## src/dcm_pkg.sv

```systemverilog
// shared constants, codes and control types of the motor speed controller
package dcm_pkg;

    localparam int DUTY_BITS  = 12;
    localparam int COUNT_BITS = 16;

    localparam int FUNC_W     = 3;
    localparam int TGT_W      = 12;
    localparam int GAIN_W     = 16;
    localparam int SUM_W      = 24;
    localparam int SPEED_W    = 16;
    localparam int ERR_W      = SPEED_W + 1;
    localparam int CFG_IDX_W  = 2;
    localparam int CFG_DATA_W = 24;

    localparam logic [DUTY_BITS-1:0] DUTY_MAX = '1;

    // duty per unit of speed, 2^DUTY_BITS / 100 in q8, rounded
    localparam int SCALE_Q8    = ((1 << DUTY_BITS) * 256 + 50) / 100;
    localparam int SCALE_BITS  = $clog2(SCALE_Q8 + 1);
    localparam int MPLIER_BITS = (SCALE_BITS > GAIN_W) ? SCALE_BITS : GAIN_W;
    localparam int MCNT_W      = $clog2(MPLIER_BITS);

    // pi sum before scaling stays below 2^40 in magnitude
    localparam int ACC_W = 41;
    localparam int MAC_W = ACC_W + SCALE_BITS;

    localparam logic [FUNC_W-1:0] FUNC_SET_TARGET = 3'd0;
    localparam logic [FUNC_W-1:0] FUNC_ENC_EDGE   = 3'd1;
    localparam logic [FUNC_W-1:0] FUNC_RATE_TICK  = 3'd2;
    localparam logic [FUNC_W-1:0] FUNC_CTRL_UPD   = 3'd3;
    localparam logic [FUNC_W-1:0] FUNC_STOP       = 3'd4;

    localparam logic [CFG_IDX_W-1:0] CFG_PROP_GAIN   = 2'd0;
    localparam logic [CFG_IDX_W-1:0] CFG_INTEG_GAIN  = 2'd1;
    localparam logic [CFG_IDX_W-1:0] CFG_INTEG_LIMIT = 2'd2;

    typedef struct packed {
        logic start;
        logic set_acc;
    } t_mac_ctl;

    typedef struct packed {
        logic busy;
    } t_mac_sts;

endpackage

```

## src/dcm_mac.sv

```systemverilog
// bit-serial multiply-accumulate unit, one multiplier bit per cycle
module dcm_mac (
    input  logic                              i_clk,
    input  logic                              i_rst_n,
    input  dcm_pkg::t_mac_ctl                 i_ctl,
    input  logic signed [dcm_pkg::MAC_W-1:0]  i_mcand,
    input  logic [dcm_pkg::MPLIER_BITS-1:0]   i_mplier,
    input  logic signed [dcm_pkg::MAC_W-1:0]  i_acc_init,
    output dcm_pkg::t_mac_sts                 o_sts,
    output logic signed [dcm_pkg::MAC_W-1:0]  o_acc
);
    import dcm_pkg::*;

    logic                     r_busy;
    logic [MCNT_W-1:0]        r_cnt;
    logic signed [MAC_W-1:0]  r_mcand;
    logic [MPLIER_BITS-1:0]   r_mplier;
    logic signed [MAC_W-1:0]  r_acc;

    always_ff @(posedge i_clk) begin
        if (!i_rst_n) begin
            r_busy <= 1'b0;
            r_cnt  <= '0;
        end else if (i_ctl.start) begin
            r_busy <= 1'b1;
            r_cnt  <= '0;
        end else if (r_busy) begin
            if (r_cnt == MCNT_W'(MPLIER_BITS - 1)) begin
                r_busy <= 1'b0;
            end
            r_cnt <= r_cnt + 1'b1;
        end
    end

    always_ff @(posedge i_clk) begin
        if (i_ctl.start) begin
            r_mcand  <= i_mcand;
            r_mplier <= i_mplier;
        end else if (r_busy) begin
            r_mcand  <= r_mcand <<< 1;
            r_mplier <= r_mplier >> 1;
        end
    end

    // lsb first: the shifted multiplicand is added where the multiplier bit is set
    always_ff @(posedge i_clk) begin
        if (i_ctl.set_acc) begin
            r_acc <= i_acc_init;
        end else if (r_busy && r_mplier[0]) begin
            r_acc <= r_acc + r_mcand;
        end
    end

    assign o_sts.busy = r_busy;
    assign o_acc      = r_acc;

endmodule

```

## src/dc_motor_pi_speed_controller.sv

```systemverilog
// dc motor speed controller: event decode, encoder count, speed latch and pi duty update
//
//  channel   direction  handshake                  payload
//  event     in         i_valid / o_stall          i_func, i_target_value
//  result    out        o_valid / i_stall          o_duty, o_duty_written, o_line_a,
//                                                  o_line_b, o_measured_speed
//  config    in         i_cfg_wr_en                i_cfg_index, i_cfg_data
//
// one event at a time; encoder edge, rate tick, stop and zero target pass from S_EXEC
// straight to S_OUT, a non-zero target goes through S_SCALE first, and a control
// update goes through S_PROP, S_INTEG and S_SCALE, where the serial multiplier runs
// reset is synchronous and returns the state, counts, speed, duty, lines and gains to their reset values
// a stalled result holds its payload; no new request is taken until it is delivered
module dc_motor_pi_speed_controller (
    input  logic                                i_clk,
    input  logic                                i_rst_n,
    input  logic                                i_valid,
    output logic                                o_stall,
    input  logic [dcm_pkg::FUNC_W-1:0]          i_func,
    input  logic signed [dcm_pkg::TGT_W-1:0]    i_target_value,
    output logic                                o_valid,
    input  logic                                i_stall,
    output logic [dcm_pkg::DUTY_BITS-1:0]       o_duty,
    output logic                                o_duty_written,
    output logic                                o_line_a,
    output logic                                o_line_b,
    output logic [dcm_pkg::SPEED_W-1:0]         o_measured_speed,
    input  logic                                i_cfg_wr_en,
    input  logic [dcm_pkg::CFG_IDX_W-1:0]       i_cfg_index,
    input  logic [dcm_pkg::CFG_DATA_W-1:0]      i_cfg_data
);
    import dcm_pkg::*;

    localparam int CNT_EXT_W = 33;
    localparam int SUMX_W    = SUM_W + 1;

    typedef enum logic [2:0] {
        S_IDLE,
        S_EXEC,
        S_PROP,
        S_INTEG,
        S_SCALE,
        S_OUT
    } t_state;

    t_state                  r_state;
    logic [FUNC_W-1:0]       r_in_func;
    logic signed [TGT_W-1:0] r_in_tgt;

    logic [GAIN_W-1:0]       r_prop_gain;
    logic [GAIN_W-1:0]       r_integ_gain;
    logic signed [SUM_W-1:0] r_integ_limit;

    logic signed [TGT_W-1:0] r_target;
    logic                    r_reverse;
    logic [COUNT_BITS-1:0]   r_edge_count;
    logic [COUNT_BITS-1:0]   r_prior_count;
    logic [SPEED_W-1:0]      r_speed;
    logic signed [SUM_W-1:0] r_error_sum;
    logic [DUTY_BITS-1:0]    r_duty;
    logic [1:0]              r_lines;
    logic                    r_written;

    logic [TGT_W-1:0]        w_in_mag;
    logic [TGT_W-1:0]        w_tgt_mag;
    logic signed [ERR_W-1:0] w_err;
    logic signed [SUMX_W-1:0] w_sum_ext;
    logic signed [SUM_W-1:0] w_sum_sat;
    logic [COUNT_BITS-1:0]   w_diff;
    logic [COUNT_BITS-1:0]   w_cmag;
    logic [CNT_EXT_W-1:0]    w_cmag_ext;
    logic [SPEED_W-1:0]      w_new_speed;
    logic [DUTY_BITS-1:0]    w_duty_tgt;
    logic [DUTY_BITS-1:0]    w_duty_pi;

    t_mac_ctl                w_mac_ctl;
    t_mac_sts                w_mac_sts;
    logic signed [MAC_W-1:0] w_mcand;
    logic [MPLIER_BITS-1:0]  w_mplier;
    logic signed [MAC_W-1:0] w_acc_init;
    logic signed [MAC_W-1:0] w_prod;

    dcm_mac u_mac (
        .i_clk      (i_clk),
        .i_rst_n    (i_rst_n),
        .i_ctl      (w_mac_ctl),
        .i_mcand    (w_mcand),
        .i_mplier   (w_mplier),
        .i_acc_init (w_acc_init),
        .o_sts      (w_mac_sts),
        .o_acc      (w_prod)
    );

    always_ff @(posedge i_clk) begin
        if (!i_rst_n) begin
            r_prop_gain   <= GAIN_W'(256);
            r_integ_gain  <= '0;
            r_integ_limit <= SUM_W'(8388607);
        end else if (i_cfg_wr_en) begin
            unique case (i_cfg_index)
                CFG_PROP_GAIN:   r_prop_gain   <= i_cfg_data[GAIN_W-1:0];
                CFG_INTEG_GAIN:  r_integ_gain  <= i_cfg_data[GAIN_W-1:0];
                CFG_INTEG_LIMIT: r_integ_limit <= i_cfg_data[SUM_W-1:0];
                default: ;
            endcase
        end
    end

    always_comb begin
        w_in_mag  = r_in_tgt[TGT_W-1] ? TGT_W'(-r_in_tgt) : TGT_W'(r_in_tgt);
        w_tgt_mag = r_target[TGT_W-1] ? TGT_W'(-r_target) : TGT_W'(r_target);

        w_err = $signed({{(ERR_W-TGT_W){1'b0}}, w_tgt_mag}) - $signed({1'b0, r_speed});

        w_sum_ext = $signed({r_error_sum[SUM_W-1], r_error_sum})
                  + $signed({{(SUMX_W-ERR_W){w_err[ERR_W-1]}}, w_err});
        // clamp to the 24-bit signed range
        if (w_sum_ext[SUMX_W-1] != w_sum_ext[SUM_W-1]) begin
            w_sum_sat = w_sum_ext[SUMX_W-1] ? {1'b1, {(SUM_W-1){1'b0}}}
                                            : {1'b0, {(SUM_W-1){1'b1}}};
        end else begin
            w_sum_sat = w_sum_ext[SUM_W-1:0];
        end

        w_diff      = r_edge_count - r_prior_count;
        w_cmag      = w_diff[COUNT_BITS-1] ? (~w_diff + 1'b1) : w_diff;
        w_cmag_ext  = CNT_EXT_W'(w_cmag);
        w_new_speed = (w_cmag_ext > CNT_EXT_W'(65535)) ? '1 : w_cmag_ext[SPEED_W-1:0];

        // target product is q8, never negative
        if (w_prod[MAC_W-1:8+DUTY_BITS] != '0) begin
            w_duty_tgt = DUTY_MAX;
        end else begin
            w_duty_tgt = w_prod[8+DUTY_BITS-1:8];
        end

        // pi product is q16; negative drives zero
        if (w_prod[MAC_W-1]) begin
            w_duty_pi = '0;
        end else if (w_prod[MAC_W-2:16+DUTY_BITS] != '0) begin
            w_duty_pi = DUTY_MAX;
        end else begin
            w_duty_pi = w_prod[16+DUTY_BITS-1:16];
        end
    end

    always_comb begin
        w_mac_ctl  = '0;
        w_mcand    = '0;
        w_mplier   = '0;
        w_acc_init = '0;
        unique case (r_state)
            S_EXEC: begin
                if (r_in_func == FUNC_SET_TARGET && r_in_tgt != '0) begin
                    w_mac_ctl.start   = 1'b1;
                    w_mac_ctl.set_acc = 1'b1;
                    w_mcand           = MAC_W'(w_in_mag);
                    w_mplier          = MPLIER_BITS'(SCALE_Q8);
                end else if (r_in_func == FUNC_CTRL_UPD) begin
                    w_mac_ctl.start   = 1'b1;
                    w_mac_ctl.set_acc = 1'b1;
                    w_acc_init        = MAC_W'({w_tgt_mag, 8'b0});
                    w_mcand           = {{(MAC_W-ERR_W){w_err[ERR_W-1]}}, w_err};
                    w_mplier          = MPLIER_BITS'(r_prop_gain);
                end
            end
            S_PROP: begin
                if (!w_mac_sts.busy) begin
                    w_mac_ctl.start = 1'b1;
                    w_mcand         = {{(MAC_W-SUM_W){r_error_sum[SUM_W-1]}}, r_error_sum};
                    w_mplier        = MPLIER_BITS'(r_integ_gain);
                end
            end
            S_INTEG: begin
                if (!w_mac_sts.busy) begin
                    w_mac_ctl.start   = 1'b1;
                    w_mac_ctl.set_acc = 1'b1;
                    w_mcand           = w_prod;
                    w_mplier          = MPLIER_BITS'(SCALE_Q8);
                end
            end
            default: ;
        endcase
    end

    always_ff @(posedge i_clk) begin
        if (!i_rst_n) begin
            r_state       <= S_IDLE;
            r_target      <= '0;
            r_reverse     <= 1'b0;
            r_edge_count  <= '0;
            r_prior_count <= '0;
            r_speed       <= '0;
            r_error_sum   <= '0;
            r_duty        <= '0;
            r_lines       <= 2'b00;
            r_written     <= 1'b0;
        end else begin
            unique case (r_state)
                S_IDLE: begin
                    if (i_valid) begin
                        r_in_func <= i_func;
                        r_in_tgt  <= i_target_value;
                        r_state   <= S_EXEC;
                    end
                end
                S_EXEC: begin
                    unique case (r_in_func)
                        FUNC_SET_TARGET: begin
                            r_target  <= r_in_tgt;
                            r_written <= 1'b1;
                            if (r_in_tgt == '0) begin
                                r_duty  <= '0;
                                r_state <= S_OUT;
                            end else begin
                                r_reverse <= r_in_tgt[TGT_W-1];
                                // line a high for reverse, line b high for forward
                                r_lines   <= r_in_tgt[TGT_W-1] ? 2'b01 : 2'b10;
                                r_state   <= S_SCALE;
                            end
                        end
                        FUNC_ENC_EDGE: begin
                            r_written <= 1'b0;
                            r_state   <= S_OUT;
                            if (r_reverse) begin
                                r_edge_count <= r_edge_count + 1'b1;
                            end else begin
                                r_edge_count <= r_edge_count - 1'b1;
                            end
                        end
                        FUNC_RATE_TICK: begin
                            r_written     <= 1'b0;
                            r_state       <= S_OUT;
                            r_prior_count <= r_edge_count;
                            r_speed       <= w_new_speed;
                        end
                        FUNC_CTRL_UPD: begin
                            r_written <= 1'b1;
                            if (r_error_sum < r_integ_limit) begin
                                r_error_sum <= w_sum_sat;
                            end
                            r_state <= S_PROP;
                        end
                        FUNC_STOP: begin
                            r_written <= 1'b1;
                            r_lines   <= 2'b00;
                            r_duty    <= DUTY_MAX;
                            r_state   <= S_OUT;
                        end
                        default: begin
                            r_written <= 1'b0;
                            r_state   <= S_OUT;
                        end
                    endcase
                end
                S_PROP: begin
                    if (!w_mac_sts.busy) begin
                        r_state <= S_INTEG;
                    end
                end
                S_INTEG: begin
                    if (!w_mac_sts.busy) begin
                        r_state <= S_SCALE;
                    end
                end
                S_SCALE: begin
                    if (!w_mac_sts.busy) begin
                        r_duty  <= (r_in_func == FUNC_CTRL_UPD) ? w_duty_pi : w_duty_tgt;
                        r_state <= S_OUT;
                    end
                end
                S_OUT: begin
                    if (!i_stall) begin
                        r_state <= S_IDLE;
                    end
                end
                default: r_state <= S_IDLE;
            endcase
        end
    end

    assign o_stall          = (r_state != S_IDLE);
    assign o_valid          = (r_state == S_OUT);
    assign o_duty           = r_duty;
    assign o_duty_written   = r_written;
    assign o_line_a         = r_lines[0];
    assign o_line_b         = r_lines[1];
    assign o_measured_speed = r_speed;

    a_no_request_while_result: assert property (
        @(posedge i_clk) disable iff (!i_rst_n) o_valid |-> o_stall
    ) else $error("request taken while a result is pending");

    a_mac_only_in_pi_steps: assert property (
        @(posedge i_clk) disable iff (!i_rst_n)
        w_mac_sts.busy |-> (r_state == S_PROP || r_state == S_INTEG || r_state == S_SCALE)
    ) else $error("multiplier running outside its steps");

    a_stop_result: assert property (
        @(posedge i_clk) disable iff (!i_rst_n)
        (o_valid && r_in_func == FUNC_STOP)
            |-> (o_duty == DUTY_MAX && o_duty_written && !o_line_a && !o_line_b)
    ) else $error("stop result does not idle the lines at full duty");

    a_written_only_for_duty_events: assert property (
        @(posedge i_clk) disable iff (!i_rst_n)
        (o_valid && o_duty_written)
            |-> (r_in_func == FUNC_SET_TARGET || r_in_func == FUNC_CTRL_UPD
                 || r_in_func == FUNC_STOP)
    ) else $error("duty flagged as written by an event that writes none");

endmodule
```

## config.mk

```make
export PLATFORM = sky130hd
export DESIGN_NAME = dc_motor_pi_speed_controller
export DESIGN_NICKNAME = d
export VERILOG_FILES = /design/src/dcm_pkg.sv /design/src/dcm_mac.sv /design/src/dc_motor_pi_speed_controller.sv
export SDC_FILE = /design/constraint.sdc
export NUM_CORES = 1
export LEC_CHECK = 0
export ABC_CLOCK_PERIOD_IN_PS = 11470
export BUFFER_PORTS_ARGS = -buffer_cell sky130_fd_sc_hd__buf_2
export CAP_MARGIN = 20
export CORE_MARGIN = 10
export CORE_UTILIZATION = 50
export CTS_CLUSTER_SIZE = 30
export DETAILED_ROUTE_END_ITERATION = 16
export GPL_ROUTABILITY_DRIVEN = 0
export HOLD_SLACK_MARGIN = 0.12
export PLACE_DENSITY = 0.67
export SKIP_CTS_REPAIR_TIMING = 1
export SYNTH_ARGS = -nofsm -noshare
export SYNTH_HDL_FRONTEND = slang
export SYNTH_SLANG_ARGS = --single-unit
```

## constraint.sdc

```tcl
create_clock -name i_clk -period 11.47 [get_ports i_clk]
set_input_delay 0.5735 -clock i_clk [delete_from_list [all_inputs] [get_ports i_clk]]
set_output_delay 0.5735 -clock i_clk [all_outputs]
set_load 0.005 [all_outputs]
```

==> metrics.txt, run 1 <==
status completed; DR vias around 18000; Area growth, synth to finish 10.55%; num rows between 70 and 80; wire length per cell 19.13 um; Root Buffer clkbuf_16; skew final 21.73 ps; initial antenna violation count 1; placed insts 2863; simple-gate portion of the synthesized area approximately 18%; nets 2577; Synth Net Count about 2600; core area 39640 um2; DRT iter0 DRCs around 1700; fraction of synthesized area in multiplexers under 10%; Crit path depth 20; gr usage total 22.65%; synthesized instance count between 2000 and 2500; largest family of logic cells by synthesized area compound AO/OA/AOI/OAI gates; TNS Setup 0 ps; largest stage delay on the critical path 720 ps; n_diodes 0; hpwl dp just over 40000 um; # port buffers a little under 80; CTS tree yes; final period utilization a little over half; synth unique cells between 90 and 100; first-pass GRT wire length 89070 um; Critical Path Start Type flip-flop; post-route ant nets 0; total gr overflow 0; YS warnings 0; xor and xnor area share after synthesis roughly 5.3%; Setup crit end kind flip-flop; Clock Latency Late Sink approximately 580 ps; dpl cell area around 21000 um2; chip height about 220 um; share of layout cells above drive strength 1 under 10%; Die X around 220 um; io pins 79; Netlist Area Pre-Place between 15000 and 20000 um2; Seq/Total Area, Yosys a little under two fifths; vias per cell 6.054; Final Hold Fails 0; Worst-path clk slew 60 ps; post-synthesis sequential element count about 310; worst vdd ir 105.3 uV; die area slightly below 50000 um2; Slowest-stage cell, CP o21ai_1; clock buffer count from CTS 37; area share of fa/ha/maj cells after synthesis roughly a tenth; fin. max-slew vios 0; Slew @ Worst Pin approximately 1000 ps; Hold Path Class in2reg; H-tree Lvls 2; initial core utilization approximately half; CP required between 10000 and 15000 ps; final WL between 50000 and 60000 um; crit path cell chain or3_1, or3_1, or3_1, o31ai_1, xnor2_1, ha_1, o21a_1, o31ai_1, a31oi_1, o21ai_1, ha_1, a21oi_1, a21boi_0, nor2b_1, a211o_1, a21oi_2, o21a_1, xnor2_2, maj3_1, o21ba_1; Max Fclk 159.9 MHz; max-cap viol count 0; WHS approximately 180 ps; Relative slew margins between 30 and 40%; Crit Path Max Fanout 24; R2R cell count 20; Pwr per Cell Area between 200 and 250 nW/um2; pin count of the biggest net entering global routing 77; Post-synth EDFFs ~140; worst path buffer plus inverter count 0; final design utilization between 50% and 60%; Top FF cell, synth dfxtp_1; CTS max path bufs 3; CP most frequent cell or3_1; DRC Markers 0; Hold Crit Depth 1; WS Path Type reg2reg; number of global-route vias before repair around 17000; Pre-Repair DR Iteration Count 8; Worst EP arrival 6710 ps; Final setup violation count 0; Compound-Gate Fraction of Synth Area 23.51%; RSZ-0062 raised after global routing no; Clock Sinks around 300; leak pwr around 0.0088 uW; Tmin final around 6300 ps; ys async rst share 0%; Avg Cell Area, Syn ~8.4 um2; post-route insts no fill just under 3000; cell family with most CP delay compound AO/OA/AOI/OAI gates; Design Area, Final ~22000 um2
-- path summary, 6_finish.rpt --
kind                                        start                 to  slack [ps]
worst max-delay path                  r_target[2]    r_error_sum[22]        5220
worst min-delay path            i_target_value[1]        r_in_tgt[1]         180
worst max register to register        r_target[2]    r_error_sum[22]        5220
worst min register to register  r_prior_count[14]  r_prior_count[14]         450
-- registers in the layout, summed over array words and instances, names as in the netlist --
register and flops:
u_mac.o_acc 55, u_mac.r_mcand 55, r_error_sum 24, r_integ_limit 24, o_measured_speed 16, r_edge_count 16
r_integ_gain 16, r_prior_count 16, r_prop_gain 16, u_mac.r_mplier 16, o_duty 12, r_in_tgt 12
r_target 12, u_mac.r_cnt 4, r_in_func 3, r_state 3, r_lines 2, o_duty_written 1
r_reverse 1, u_mac.o_sts 1
-- routing by layer --
metal	GRT usage, %	up-vias	part of all wire [%]
li1	-	8628	-
met1	31.59	8373	46
met2	35.20	643	44
met3	4.251	109	7.8
met4	6.209	2	2.5
met5	0	-	0.023
-- synth_stat cells, types with 25 or more instances --
cell type	n	area share, %
a211oi_1	25	0.94
a21o_1	54	2.0
a21oi_1	240	6.0
a31oi_1	36	1.1
clkbuf_1	111	2.1
dfxtp_1	164	16
edfxtp_1	141	21
ha_1	147	9.2
inv_1	103	1.9
nand2_1	335	6.3
nand3_1	51	1.3
nor2_1	199	3.7
nor3_1	47	1.2
o211ai_1	38	1.4
o21ai_0	151	3.8
xnor2_1	72	3.2
xor2_1	46	2.0
-- through the flow --
step	total power (uW)	worst slack, ps
6_report	4432	5217
3_3_place_gp	3137	5492
2_1_floorplan	2774	6315
3_5_place_dp	3182	5312
4_1_cts	4422	5317
5_1_grt	4703	4716
-- power breakdown --
part	switching [uW]	internal [uW]	leakage, uW
clock network	503	734	0.000627
registers	116	1330	0.00263
logic	1070	671	0.00552
-- layout by cell type (no fill, tap or decap), types with 16 or more instances in the layout --
cell	Yosys	final
nand3_1	51	51
nand4_1	24	24
inv_1	103	103
o211ai_1	38	38
mux2i_1	22	22
edfxtp_1	141	141
o21ai_0	151	151
dfxtp_1	164	164
o21a_1	24	24
a21oi_1	240	240
a221o_1	16	16
o31ai_1	18	18
buf_2	10	78
nand2_1	335	333
buf_4	0	18
nand2b_1	18	17
ha_1	147	147
xor2_1	46	46
nor2b_1	16	16
xnor2_1	72	72
nor2_1	199	197
a21o_1	54	54
nor3_1	47	47
clkbuf_16	0	38
a31oi_1	36	36
a211oi_1	25	25
o21ai_1	21	19
-- layout make-up --
cell class	count	area, um2
repair buffers	98	564.3
multi-input cells	1832	11650
fillers	3649	17560
clock inverters	15	215.2
inverters	105	394.1
clock buffers	53	1077
well taps	525	656.9
flip-flops and latches	305	7517
-- cells by family (layout without fill, tap and decap cells) --
kind of cell / Yosys count / after routing
xor gates and xnor gates: 120 / 120
adders and majority gates: 153 / 153
muxes: 31 / 31
buffers and inverters: 230 / 271
and+or+nand+nor: 785 / 785
AOI/OAI and AO/OA: 743 / 743
DFF: 305 / 305
Note: power is estimated with default switching activity, not from simulation.
==> run 2: changes to the inputs <==
ABC_CLOCK_PERIOD_IN_PS = 6000   (was 11470)
clock period = 6 ns   (was 11.47 ns; I/O delays follow)
==> metrics.txt, run 2 (synthesis results as in run 1) <==
post-route insts no fill between 2000 and 3000; CTS max path bufs 3; max-cap viol count 0; CP required ~6400 ps; Hold Crit Depth 4; Setup crit end kind flip-flop; clock buffer count from CTS 36; vias per cell 6.008; fin worst setup slack about 250 ps; core area 39640 um2; fillcell total 3618; first-pass GRT wire length 89480 um; wire length per cell roughly 19 um; hold_sp i_cfg_index[1]; Clock Sinks a little over 300; Area growth, synth to finish 12.10%; Final setup violation count 0; Max Fclk around 170 MHz; Slowest-stage cell, CP a2111oi_1; initial core utilization between 50 and 60%; Root Buffer clkbuf_16; worst vdd ir between 200 and 250 uV; number of global-route vias before repair 16810; skew final ~27 ps; largest stage delay on the critical path about 500 ps; FF-to-FF Start r_target[2]; worst path buffer plus inverter count 0; chip height 219.9 um; Worst-path clk slew 60 ps; leak pwr just under 0.009 uW; status completed; final period utilization 95.90%; met3 Use GR 3.963%; Clock Latency Late Sink ~550 ps; pin count of the biggest net entering global routing 76; GRT met2 Usage about a third; CTS tree yes; die area 48340 um2; DRC Markers 0; fin. max-slew vios 0; num rows between 70 and 80; # port buffers a little under 80; pre-CTS setup slack approximately 210 ps; total gr overflow 0; Tmin final ~5800 ps; Die X between 200 and 250 um; DRT iter0 DRCs around 1500; Hold Path Class in2reg; most frequent cells in the layout nand2_1 (333), a21oi_1 (240), nor2_1 (197), dfxtp_1 (164), o21ai_0 (149); Final Hold Fails 0; Critical Path Start Type flip-flop; nets roughly 2600; Worst EP arrival 6180 ps; final design utilization 56.48%; GRT busiest layer met2; Crit Path Max Fanout 5; H-tree Lvls 2; share of layout cells above drive strength 1 8.694%; Relative slew margins a little over a third; leading cell type in the layout, fill and taps excluded nand2_1; gr usage total 22.67%; Total Power 8305 uW; Hold Crit Endpoint r_prop_gain[11]; Pre-Repair DR Iteration Count 6; met1 GRT Util a little under a third; WS Path Type reg2reg; crit path cell chain or3_1, or3_1, or3_1, o31ai_1, xnor2_1, ha_1, o21a_1, nor2_1, a311oi_2, o21bai_1, xor2_1, ha_1, nand3_1, a2111oi_1, nor2_1, o21ai_1, a211oi_1, nor3_1, xor2_1, maj3_1, o21ba_1; io pins 79; DR vias around 18000; TNS Setup 0 ps; initial antenna violation count 0; placed insts approximately 2900; R2R setup slack around 250 ps; R2R cell count 21; final WL between 50000 and 60000 um; post-route ant nets 0; CP most frequent cell or3_1; Slew @ Worst Pin roughly 1000 ps; worst flop-to-flop path endpoint r_error_sum[22]; cell family with most CP delay compound AO/OA/AOI/OAI gates; n_diodes 0; hpwl dp between 40000 and 50000 um; Pwr per Cell Area between 300 and 400 nW/um2
==> run 2: cell count changes in the layout (fill, tap and decap cells not counted), sizes merged <==
cell | previous run | this run
buf | 98 | 103
clkinvlp | 2 | 0
clkinv | 8 | 11
inv | 107 | 106
bufinv | 3 | 1
dlygate4sd3 | 0 | 39
==> run 2: layout make-up <==
| class | instances | area (um2) | area share, % |
|---|---|---|---|
| Timing Repair Buffer | 142 | 988.4 | 4.415 |
| Clock inverter | 13 | 102.6 | 0.4583 |
| Tap cell | 525 | 656.9 | 2.934 |
| Sequential cell | 305 | 7517 | 33.58 |
| Inverter | 105 | 394.1 | 1.760 |
| Clock buffer | 53 | 1049 | 4.683 |
| Multi-Input combinational cell | 1832 | 11680 | 52.17 |
==> run 2: how the worst max path moves through the flow <==
stage,from,endpoint,cells past startpoint
floorplan,r_target[2],r_error_sum[22],22
global placement,r_target[2],r_error_sum[16],22
detailed placement,r_target[0],r_error_sum[1],25
CTS,r_target[0],r_error_sum[6],25
global route,r_target[2],r_error_sum[6],22
finish,r_target[2],r_error_sum[22],21
==> run 2: report_power, final <==
part	total [uW]	switching (uW)	internal, uW	leakage [uW]
Combinational	3400	2070	1330	0.00571
Sequential	2770	220	2550	0.00263
Clock	2140	876	1260	0.000567
==> run 2: worst reg2reg max path, cell delays in order, from the launching register on <==
cell	delay, ps
dfxtp_1	350
or3_1	400
or3_1	340
or3_1	360
o31ai_1	250
xnor2_1	140
ha_1	390
o21a_1	200
nor2_1	80
a311oi_2	400
o21bai_1	130
xor2_1	190
ha_1	390
nand3_1	100
a2111oi_1	500
nor2_1	160
o21ai_1	280
a211oi_1	110
nor3_1	240
xor2_1	110
maj3_1	330
o21ba_1	170
==> run 2: per-layer routing <==
| metal | share of wire (%) | wire length [um] |
|---|---|---|
| met1 | 46 | 26010 |
| met2 | 44 | 24690 |
| met4 | 2.2 | 1260 |
| met5 | 0 | 0 |
| met3 | 7.7 | 4341 |
==> run 2: per-stage QoR <==
stage	area, um2	hold WS (ps)
global route	22390	164.8
finish	22390	134.1
global placement	20790	442.2
detailed placement	20790	447.5
CTS	21940	-103.2
floorplan	19970	398.9
==> run 3: changes to the inputs <==
MAX_ROUTING_LAYER = met4   (was unset)
SLEW_MARGIN = 15   (was unset)
SYNTH_HIERARCHICAL = 1   (was unset)
==> metrics.txt, run 3 <==
DRC Markers 0; CTS tree yes; final period utilization about nine tenths; Compound-Gate Fraction of Synth Area a little under a quarter; Seq/Total Area, Yosys a little over a third; GRT busiest layer met2; Critical Path Start Type flip-flop; Crit Path Max Fanout 18; final WL about 61000 um; Avg Cell Area, Syn between 8 and 9 um2; placed insts around 3000; DR vias 18790; FF-to-FF Start r_target[0]; most frequent cells in the layout nand2_1 (432), a21oi_1 (247), dfxtp_1 (164), nor2_1 (153), ha_1 (147); xor and xnor area share after synthesis between 4 and 5%; status completed; post-synthesis sequential element count about 300; Setup crit end kind flip-flop; Yosys top cell by area edfxtp_1; top-count cell post-synth nand2_1; Tmin final around 5500 ps; leak pwr around 0.0096 uW; fin. max-slew vios 0; Post-synth EDFFs 141; total gr overflow 0; io pins between 70 and 80; post-route insts no fill between 3000 and 4000; worst flop-to-flop path endpoint r_error_sum[22]; num rows 74; Final setup violation count 0; Slew @ Worst Pin approximately 1100 ps; synth cell count leaders nand2_1 (433), a21oi_1 (248), dfxtp_1 (164); first-pass GRT wire length approximately 95000 um; Worst-path clk slew 60 ps; area of the multi-input gates around 13000 um2; hpwl dp about 44000 um; Max Fclk about 180 MHz; Pwr per Cell Area ~350 nW/um2; YS warnings 6; CP required 6490 ps; FF/Latch Area around 7500 um2; pin count of the biggest net entering global routing between 70 and 80; GRT met2 Usage 37.76%; area share of fa/ha/maj cells after synthesis a little under a tenth; leading cell type in the layout, fill and taps excluded nand2_1; Critical Path End r_error_sum[22]; core area about 41000 um2; R2R setup slack roughly 500 ps; gr usage total about a quarter; clock buffer count from CTS 37; Root Buffer clkbuf_16; synthesized instance count ~2500; wire length per cell ~19 um; met1 GRT Util a little under a third; simple-gate portion of the synthesized area between 10% and 20%; worst vdd ir between 150 and 200 uV; max-cap viol count 0; Relative slew margins a little under 30%; Top FF cell, synth dfxtp_1; skew final 26.63 ps; largest cells by area after synthesis edfxtp_1 (20%), dfxtp_1 (16%), ha_1 (8.8%); TNS Setup 0 ps; Worst EP arrival 5990 ps; Clock Sinks a little over 300; Area growth, synth to finish 12.25%; fillcell total 3732; initial core utilization 50.88%; n_diodes 0; met3 Use GR under 10%; WS Path Type reg2reg; share of layout cells above drive strength 1 between 10% and 20%; nets around 2800; die area 50310 um2; Final Hold Fails 0; CTS max path bufs 3; Pre-Repair DR Iteration Count 6; chip height approximately 220 um; initial antenna violation count 1; area fraction of the dominant cell type after synthesis between 20% and 30%; Netlist Area Pre-Place between 20000 and 25000 um2; RSZ-0062 raised after global routing no; vias per cell between 6 and 7; Clock Latency Late Sink ~570 ps; synth unique cells between 90 and 100; ys async rst share 0%; post-route ant nets 0; largest family of logic cells by synthesized area compound AO/OA/AOI/OAI gates; fraction of synthesized area in multiplexers 4.383%; number of global-route vias before repair around 18000; R2R cell count 24; Hold Path Class in2reg; CP Launch Point r_target[0]; H-tree Lvls 2; Die X between 200 and 250 um; # port buffers 78; DRT iter0 DRCs between 1500 and 2000
==> run 3: cell count changes in the layout (fill, tap and decap cells not counted), moves of 12 or more <==
cell	delta
mux2i_1	-12
a31oi_1	-24
nor2_1	-44
conb_1	+43
mux2_2	+64
nand2_1	+99
==> run 3: worst min path at each step <==
| stage | startpoint | depth (start not counted) | slack (ps) | endpoint |
|---|---|---|---|---|
| after global placement | r_prior_count[2] | 2 | 440 | r_prior_count[2] |
| after CTS | i_target_value[10] | 1 | -110 | r_in_tgt[10] |
| after global routing | i_cfg_index[1] | 4 | 130 | r_integ_limit[0] |
| final | i_cfg_index[1] | 4 | 160 | r_integ_limit[0] |
| after floorplan | i_func[0] | 0 | 400 | r_in_func[0] |
| after detailed placement | r_prior_count[6] | 2 | 450 | r_prior_count[6] |
==> run 3: critical path, stage by stage (launching register included) <==
cell and delay, ps:
dfxtp_1 370, inv_1 100, ha_1 300, mux2i_1 320
inv_1 90, ha_1 280, nor2b_1 120, o21ai_0 190
a21boi_0 190, o2111ai_1 260, a21boi_1 170, o31ai_1 360
a211oi_1 150, xnor2_1 310, ha_1 380, nand2_1 150
nor3_1 60, a311oi_1 300, o21a_2 250, o211ai_2 110
nand2b_1 200, mux2i_4 290, nor2b_1 80, buf_4 220
a21oi_1 160
==> run 3: cell families (layout without fill, tap and decap cells) <==
family          count (synthesis)  in the layout
flops                         305            305
simple gates                  860            860
fa+ha+maj                     152            152
buf+inv                       221            309
compound gates                731            731
mux                            82             82
other cells                     1             43
xor+xnor                      115            115
==> run 3: final cells by class <==
| class | count | share of cell area (%) |
|---|---|---|
| Multi-Input combinational cell | 1983 | 54.31 |
| Timing Repair Buffer | 141 | 4.092 |
| Clock inverter | 19 | 0.7745 |
| Sequential cell | 305 | 32.09 |
| Tap cell | 532 | 2.842 |
| Inverter | 101 | 1.619 |
| Clock buffer | 48 | 4.273 |
==> run 3: where the power goes <==
group	internal [uW]	switching, uW
sequential	2550	210
clock	1280	936
combinational	1280	1950
total	5110	3100
==> run 3: layer usage <==
metal  up-vias  wire, um
met5         -         0
met4         0      1489
met3       108      4166
met2       603     27870
met1      8963     27150
li1       9116         -
==> run 3: stage by stage <==
stage | hold slack (ps) | utilization, % | cell area (um2) | worst slack (ps) | total power, uW
6_report | 155.4 | 57.11 | 23420 | 499.9 | 8212
5_1_grt | 133.2 | 57.11 | 23420 | 35.37 | 8717
4_1_cts | -108.1 | 56.10 | 23010 | 412.3 | 8194
3_5_place_dp | 446.8 | 53.22 | 21830 | 483.3 | 5951
3_3_place_gp | 441.4 | 53.22 | 21830 | 701.8 | 5866
2_1_floorplan | 398.9 | - | 21030 | 1038 | 5163
